[config.mk]
export PLATFORM = sky130hd
export DESIGN_NAME = serial_mouse_packet_decoder
export DESIGN_NICKNAME = d
export VERILOG_FILES = /design/src/design/smpd_pkg.sv /design/src/design/smpd_assembler.sv /design/src/design/smpd_emitter.sv /design/src/design/serial_mouse_packet_decoder.sv
export SDC_FILE = /design/constraint.sdc
export NUM_CORES = 1
export LEC_CHECK = 0
export ABC_AREA = 1
export BUFFER_PORTS_ARGS = -buffer_cell sky130_fd_sc_hd__buf_2
export CAP_MARGIN = 20
export CORE_UTILIZATION = 28
export DETAILED_ROUTE_END_ITERATION = 7
export GPL_TIMING_DRIVEN = 0
export PLACE_DENSITY = 0.57
export SETUP_SLACK_MARGIN = 0.3
export SLEW_MARGIN = 20
export SYNTH_ARGS = -nofsm -noshare
export SYNTH_HDL_FRONTEND = slang
export SYNTH_SLANG_ARGS = --single-unit
[constraint.sdc]
create_clock -name clk_i -period 4.4 [get_ports clk_i]
set_input_delay 0.88 -clock clk_i [delete_from_list [all_inputs] [get_ports clk_i]]
set_output_delay 0.88 -clock clk_i [all_outputs]
set_load 0.02 [all_outputs]
[src/design/smpd_pkg.sv]
`timescale 1ns / 1ps
// ----------------------------------------------------------------------------
// Serial mouse packet decoder package
// Shared types, constants and the button swap table.
// ----------------------------------------------------------------------------
package smpd_pkg;

  // Number of buttons that are decoded (1 to 3).
  localparam int ButtonCount = 3;
  localparam logic [2:0] ButtonMask = 3'((1 << ButtonCount) - 1);

  // Header byte detection: top five bits must read 10000.
  localparam logic [7:0] HeaderMask  = 8'hF8;
  localparam logic [7:0] HeaderValue = 8'h80;

  // Byte positions: header hunting and the last motion byte of a packet.
  localparam logic [2:0] PosHunt = 3'd0;
  localparam logic [2:0] PosLast = 3'd4;

  // Configuration register indexes.
  localparam logic RegDecoderEnable = 1'b0;

  // Pending event bit for the motion event, after the button bits.
  localparam int MotionBit = 3;

  // Button remapping applied to the inverted button bits of the header.
  localparam logic [2:0] SwapTable [8] = '{
    3'd0, 3'd4, 3'd1, 3'd5, 3'd2, 3'd6, 3'd3, 3'd7
  };

  typedef enum logic [1:0] {
    EvRelease = 2'd0,
    EvPress   = 2'd1,
    EvMotion  = 2'd2
  } event_kind_e;

  // Everything one completed packet produces.
  typedef struct packed {
    logic [3:0]        mask;    // bits 0..2 button changes, bit 3 motion
    logic [2:0]        state;   // new button states
    logic signed [8:0] dx;
    logic signed [8:0] dy;
  } smpd_summary_t;

endpackage

[src/design/smpd_assembler.sv]
`timescale 1ns / 1ps
// ----------------------------------------------------------------------------
// Serial mouse packet assembler
// Hunts for the header, collects the motion bytes and, on the last byte,
// computes button changes and motion sums for the event emitter.
// ----------------------------------------------------------------------------
module smpd_assembler
  import smpd_pkg::*;
(
  input  logic          clk_i,
  input  logic          rst_ni,
  input  logic          enable_i,
  input  logic          accept_i,
  input  logic [7:0]    rx_byte_i,
  output logic [2:0]    pos_o,
  output logic          sum_valid_o,
  output smpd_summary_t sum_o
);

  logic [2:0] pos_q, pos_d;
  logic [2:0] held_q, held_d;
  logic [7:0] pkt_q [4];

  logic [2:0]        new_btn;
  logic signed [8:0] dx, dy;
  logic              take;

  assign take  = accept_i && enable_i;
  assign pos_o = pos_q;

  // Completed packet decode: buttons are active low in the header.
  always_comb begin
    new_btn = SwapTable[~pkt_q[0][2:0]] & ButtonMask;
    dx = 9'(signed'(pkt_q[1])) + 9'(signed'(pkt_q[3]));
    dy = 9'(signed'(pkt_q[2])) + 9'(signed'(rx_byte_i));
    sum_o.mask  = {(dx != '0) || (dy != '0), (new_btn ^ held_q) & ButtonMask};
    sum_o.state = new_btn;
    sum_o.dx    = dx;
    sum_o.dy    = dy;
  end

  // Byte position and button state sequencing.
  always_comb begin
    pos_d       = pos_q;
    held_d      = held_q;
    sum_valid_o = 1'b0;
    if (take) begin
      priority if (pos_q == PosHunt) begin
        if ((rx_byte_i & HeaderMask) == HeaderValue) begin
          pos_d = 3'd1;
        end
      end else if (pos_q == PosLast) begin
        pos_d       = PosHunt;
        held_d      = new_btn;
        sum_valid_o = 1'b1;
      end else begin
        pos_d = pos_q + 3'd1;
      end
    end
  end

  always_ff @(posedge clk_i or negedge rst_ni) begin
    if (!rst_ni) begin
      pos_q  <= PosHunt;
      held_q <= '0;
    end else begin
      pos_q  <= pos_d;
      held_q <= held_d;
    end
  end

  // Packet byte storage; the header is written only when it matches.
  always_ff @(posedge clk_i) begin
    if (take && (pos_q != PosLast)) begin
      if (pos_q != PosHunt || (rx_byte_i & HeaderMask) == HeaderValue) begin
        pkt_q[pos_q[1:0]] <= rx_byte_i;
      end
    end
  end

endmodule

[src/design/smpd_emitter.sv]
`timescale 1ns / 1ps
// ----------------------------------------------------------------------------
// Serial mouse event emitter
// Holds the pending events of one packet and moves them into the output
// register one per cycle unless stalled, button events first, motion last.
// ----------------------------------------------------------------------------
module smpd_emitter
  import smpd_pkg::*;
(
  input  logic              clk_i,
  input  logic              rst_ni,
  input  logic              sum_valid_i,
  input  smpd_summary_t     sum_i,
  output logic              busy_o,
  output logic              out_valid_o,
  input  logic              out_stall_i,
  output logic [1:0]        event_kind_o,
  output logic [1:0]        button_index_o,
  output logic signed [8:0] delta_x_o,
  output logic signed [8:0] delta_y_o,
  output logic              last_of_packet_o
);

  logic [3:0]        pend_q, pend_d;
  logic [2:0]        state_q;
  logic signed [8:0] dx_q, dy_q;
  logic              ov_q, ov_d;
  logic              load;
  logic [3:0]        sel;
  logic [1:0]        sel_idx;

  event_kind_e       kind_q;
  logic [1:0]        idx_q;
  logic signed [8:0] odx_q, ody_q;
  logic              last_q;

  assign busy_o = |pend_q;
  assign load   = (|pend_q) && (!ov_q || !out_stall_i);

  // Lowest pending event goes first.
  always_comb begin
    sel     = '0;
    sel_idx = 2'd0;
    priority if (pend_q[0]) begin
      sel[0] = 1'b1;
      sel_idx = 2'd0;
    end else if (pend_q[1]) begin
      sel[1] = 1'b1;
      sel_idx = 2'd1;
    end else if (pend_q[2]) begin
      sel[2] = 1'b1;
      sel_idx = 2'd2;
    end else if (pend_q[MotionBit]) begin
      sel[MotionBit] = 1'b1;
      sel_idx = 2'd3;
    end else begin
      sel = '0;
    end
  end

  // Pending set and output valid. A new packet only arrives when idle.
  always_comb begin
    pend_d = pend_q;
    ov_d   = ov_q;
    if (ov_q && !out_stall_i) begin
      ov_d = 1'b0;
    end
    if (load) begin
      pend_d = pend_q & ~sel;
      ov_d   = 1'b1;
    end
    if (sum_valid_i) begin
      pend_d = sum_i.mask;
    end
  end

  always_ff @(posedge clk_i or negedge rst_ni) begin
    if (!rst_ni) begin
      pend_q <= '0;
      ov_q   <= 1'b0;
    end else begin
      pend_q <= pend_d;
      ov_q   <= ov_d;
    end
  end

  // Packet payload held while its events drain.
  always_ff @(posedge clk_i) begin
    if (sum_valid_i) begin
      state_q <= sum_i.state;
      dx_q    <= sum_i.dx;
      dy_q    <= sum_i.dy;
    end
  end

  // Output register.
  always_ff @(posedge clk_i) begin
    if (load) begin
      last_q <= ((pend_q & ~sel) == '0);
      if (sel[MotionBit]) begin
        kind_q <= EvMotion;
        idx_q  <= 2'd0;
        odx_q  <= dx_q;
        ody_q  <= dy_q;
      end else begin
        kind_q <= state_q[sel_idx] ? EvPress : EvRelease;
        idx_q  <= sel_idx;
        odx_q  <= '0;
        ody_q  <= '0;
      end
    end
  end

  assign out_valid_o      = ov_q;
  assign event_kind_o     = kind_q;
  assign button_index_o   = idx_q;
  assign delta_x_o        = odx_q;
  assign delta_y_o        = ody_q;
  assign last_of_packet_o = last_q;

endmodule

[src/design/serial_mouse_packet_decoder.sv]
`timescale 1ns / 1ps
// ----------------------------------------------------------------------------
// Serial mouse packet decoder
// Decodes 5-byte serial mouse packets into button and motion events.
// ----------------------------------------------------------------------------
// Usage:
//   Received bytes enter on the input channel (in_valid_i, in_stall_o,
//   rx_byte_i). Events leave on the output channel (out_valid_o,
//   out_stall_i and the event fields). A transaction completes on a rising
//   edge with valid high and stall low.
//   One byte is taken every cycle unless the input stalls. Only the last
//   motion byte of a packet causes events: up to four (three button
//   changes, then one motion event), which pass through the pending set and
//   the output register and appear one per cycle unless the receiver stalls. The final one carries last_of_packet_o.
//   The input stalls only when a new last byte arrives while events of the
//   previous packet still wait in the event queue; with an unstalled
//   receiver that never happens, since a packet spans five bytes.
//   When the receiver stalls, the output event holds and the queue waits.
//   Reset clears the enable bit, returns to header hunting, releases all
//   held buttons and empties the output. The user must write the enable
//   register (paddr[2] low) while the block is idle; it is not enforced.
// ----------------------------------------------------------------------------
module serial_mouse_packet_decoder
  import smpd_pkg::*;
(
  input  logic              clk_i,
  input  logic              rst_ni,
  input  logic              psel,
  input  logic              penable,
  input  logic              pwrite,
  input  logic [2:0]        paddr,
  input  logic [31:0]       pwdata,
  output logic [31:0]       prdata,
  output logic              pready,
  input  logic              in_valid_i,
  output logic              in_stall_o,
  input  logic [7:0]        rx_byte_i,
  output logic              out_valid_o,
  input  logic              out_stall_i,
  output logic [1:0]        event_kind_o,
  output logic [1:0]        button_index_o,
  output logic signed [8:0] delta_x_o,
  output logic signed [8:0] delta_y_o,
  output logic              last_of_packet_o
);

  logic          enable_q, enable_d;
  logic          busy;
  logic [2:0]    pos;
  logic          sum_valid;
  smpd_summary_t sum;

  // Configuration register.
  assign pready = 1'b1;

  always_comb begin
    enable_d = enable_q;
    if (psel && penable && pwrite && (paddr[2] == RegDecoderEnable)) begin
      enable_d = pwdata[0];
    end
  end

  always_ff @(posedge clk_i or negedge rst_ni) begin
    if (!rst_ni) begin
      enable_q <= 1'b0;
    end else begin
      enable_q <= enable_d;
    end
  end

  assign prdata = (paddr[2] == RegDecoderEnable) ? {31'd0, enable_q} : '0;

  // Hold off a completing byte while the event queue is still draining.
  assign in_stall_o = enable_q && (pos == PosLast) && busy;

  smpd_assembler u_asm (
    .clk_i       (clk_i),
    .rst_ni      (rst_ni),
    .enable_i    (enable_q),
    .accept_i    (in_valid_i && !in_stall_o),
    .rx_byte_i   (rx_byte_i),
    .pos_o       (pos),
    .sum_valid_o (sum_valid),
    .sum_o       (sum)
  );

  smpd_emitter u_emit (
    .clk_i            (clk_i),
    .rst_ni           (rst_ni),
    .sum_valid_i      (sum_valid),
    .sum_i            (sum),
    .busy_o           (busy),
    .out_valid_o      (out_valid_o),
    .out_stall_i      (out_stall_i),
    .event_kind_o     (event_kind_o),
    .button_index_o   (button_index_o),
    .delta_x_o        (delta_x_o),
    .delta_y_o        (delta_y_o),
    .last_of_packet_o (last_of_packet_o)
  );

endmodule

==> flow_summary.ini <==
[yosys]
ys_warn_count = 0
syn_area_sq_um = 4240
synth.avg_cell_area_sq_um = 9.82
yosysTopAreaCellShare_pct = 50.3
synth_top_cell_by_area = edfxtp_1
yosys.cell_types.count = 29
ys_seq_area_share_pct = 57.3
syn_inst = 432
synth_area_leaders = edfxtp_1 (50%), dfrtp_1 (7.1%), inv_1 (7.1%)
synth-seq-cells = 83

[layout]
num-nets-final = 588
syn2layout_area_growth_pct = 20.9
layout-drive-gt1-share_pct = 21.1
num_antenna_cells = 0

[global_routing]
grt_util_met2_pct = 15.8
grt_usage_pct = 9.38
grt_overflow = 0
grt_pass1_wl_microns = 11800
grt_max_degree = 23
antenna_found_initial = 0
top_usage_layer = met2
grt_pass1_vias = 2605
met1_usage_pct = 11.2
grt_use_met3_pct = 2.70

[floorplan]
die_h_microns = 125
pin_count = 108
dieArea_sq_um = 15600
die_x_microns = 125
rows = 44
core_area_sq_um = 14600
start_util_pct = 29.0

[worst_setup_path]
path_delay_family = flip-flops
max_stage_delay_ns = 0.40
critPathArrivalTime_ns = 1.63
worst_setup_path_start_kind = flip-flop
critPathSlowestCell = dfrtp_1
cp_num_buf_inv = 3
rrSetupSlack_ns = 2.05
critical_path_class = flip-flop to output port
crit_path_max_fanout = 5
worst_ep_required_time_ns = 3.52
timing.rr.start = u_asm.pos_o[0]$_DFFE_PN0P_
r2r_cells = 11
crit_path_end_kind = output port
regToRegEndpoint = u_asm.pkt_q[1][2]$_DFFE_PP_
cp_cell_sequence = inv_1 -> ha_1 -> nand2_1 -> clkinv_2 -> nand2_2 -> nor2_4 -> buf_2

[clock_tree]
cts_hold_buffers = 0
clk_latency_ns = 0.33
path_clk_slew_ns = 0.06
postCtsSetupRepairBufs = 0
cts_tree = done
cts-buffers-inserted = 9
post_cts_resized = 0
cts_buffer_depth = 2
ctsRootBufferMaster = clkbuf_16
cts_sinks = 83
h-tree-depth = 3

[detailed_routing]
via_count = 2773
drc = 0
drt-initial-drc-count = 190
routed_via_density = 3.93
ant_nets = 0
wl_per_cell_microns = 9.72
dr.pass1.iters = 8
finalWirelength_microns = 6860

[sta]
slew_violations = 0
setup_viol = 0
rsz0062_at_grt = false
skew_ns = 0.00867
final.setup.worst_slack_ns = 1.89
max_freq_mhz = 399
tightest_slew_ns = 0.768
fin_setup_tns_ns = 0
slew_headroom_pct = 48.8
hold_viol = 0
period_share_pct = 57.0
post-route-min-period_ns = 2.51

[outcome]
status = completed

[pwr]
p_sw_mw = 1.04
seqPwrFrac_pct = 40.5
powerDensity_nw_per_um2 = 586
comb_power_share_pct = 33.3
leakage_nw = 2.49
netSwitchingFraction_pct = 34.5
peakVddDrop_v = 0.000215
clkPwrFrac_pct = 26.2
p_int_mw = 1.97

[placed_design]
dp_hpwl_microns = 5440
portBuffers = 42
place_ws_ns = 1.62
place.gp.congestion = 0.806

[flow_run]
maxCapViolations = 0

[min_path]
hp-class = input port to async pin
area by class of cell:
type / instances / area (sq um)
Tap cell: 184 / 230
Sequential cell: 83 / 2430
Timing Repair Buffer: 43 / 221
Fill cell: 1499 / 9520
Inverter: 85 / 320
Buffer: 35 / 268
Clock buffer: 10 / 229
Clock inverter: 6 / 90.1
Multi-Input combinational cell: 259 / 1340
flip-flops by register name, indices dropped and copies added (netlist names), 2 cells and up:
name                   flops
u_emit.button_index_o      2
u_emit.delta_y_o           9
u_asm.pkt_q               27
u_emit.dx_q                9
u_emit.dy_q                9
u_asm.held_q               3
u_emit.event_kind_o        2
u_asm.pos_o                3
u_emit.state_q             3
u_emit.pend_q              4
u_emit.delta_x_o           9
per-layer routing:
layer / part of all wire [%] / routed length [microns] / vias up
met5: 0 / 0 / -
met4: 0 / 0 / 0
met3: 4.6 / 318 / 0
met2: 49 / 3350 / 52
met1: 46 / 3190 / 1247
li1: - / - / 1474
cell usage in the layout (no fill, tap or decap), types with 9 or more instances in the layout:
cell type | synthesis | routed
a21oi_1 | 9 | 9
buf_2 | 1 | 43
buf_4 | 32 | 32
clkbuf_16 | 0 | 9
conb_1 | 2 | 32
dfrtp_1 | 12 | 12
edfxtp_1 | 71 | 71
ha_1 | 20 | 20
inv_1 | 80 | 80
nand2_1 | 80 | 80
nand3_1 | 30 | 30
nor2_1 | 51 | 50
power by group through the flow:
stage / sequential, mW / clock, mW / combinational, mW
after detailed placement: 1.24 / 0 / 1.01
after CTS: 1.22 / 0.807 / 1.02
after global routing: 1.25 / 0.844 / 1.13
final: 1.22 / 0.788 / 1.00
after floorplan: 1.39 / 0 / 0.577
after global placement: 1.24 / 0 / 0.962
cells by family (layout without fill, tap and decap cells):
family	after synthesis	after routing	synth area share, %
compound gates	24	24	3.04
xor+xnor	5	5	1.03
fa+ha+maj	22	22	6.84
buf+inv	120	179	13.9
flops	83	83	57.3
other cells	2	32	0.177
simple gates	176	176	17.7
through the flow:
step	power, mW	instances	cell area (sq um)	hold WS (ns)	utilization (%)
2_1_floorplan	1.97	462	4360	0.472	-
3_3_place_gp	2.20	688	4800	0.488	32.7
3_5_place_dp	2.25	689	4810	0.496	32.8
4_1_cts	3.05	705	5130	0.423	35.0
5_1_grt	3.22	705	5130	0.428	35.0
6_report	3.01	705	5130	0.421	35.0
synth_stat cells, drive strengths merged:
cell    number
ha          20
o221ai       1
conb         2
clkinv       1
nand2       85
a21oi        9
xor2         4
or2          4
o22ai        2
inv         84
nand3b       1
nor2        55
o21ai       11
dfrtp       12
nand4        1
fa           2
a211oi       1
xnor2        1
nand3       30
edfxtp      71
buf         35
how the worst max path moves through the flow:
| stage | start | endpoint | slack (ns) | cells past startpoint |
|---|---|---|---|---|
| 2_1_floorplan | out_stall_i | u_emit.button_index_o[0]$_SDFFCE_PP0P_ | 1.98 | 3 |
| 3_3_place_gp | out_stall_i | u_emit.delta_x_o[7]$_SDFFCE_PN0P_ | 1.52 | 4 |
| 3_5_place_dp | rx_byte_i[0] | u_emit.pend_q[3]$_DFFE_PN0P_ | 1.62 | 10 |
| 4_1_cts | u_asm.pos_o[0]$_DFFE_PN0P_ | in_stall_o | 1.87 | 7 |
| 5_1_grt | u_asm.pos_o[1]$_DFFE_PN0P_ | in_stall_o | 1.74 | 7 |
| 6_report | u_asm.pos_o[0]$_DFFE_PN0P_ | in_stall_o | 1.89 | 7 |
Power figures use the tool's default switching activity.
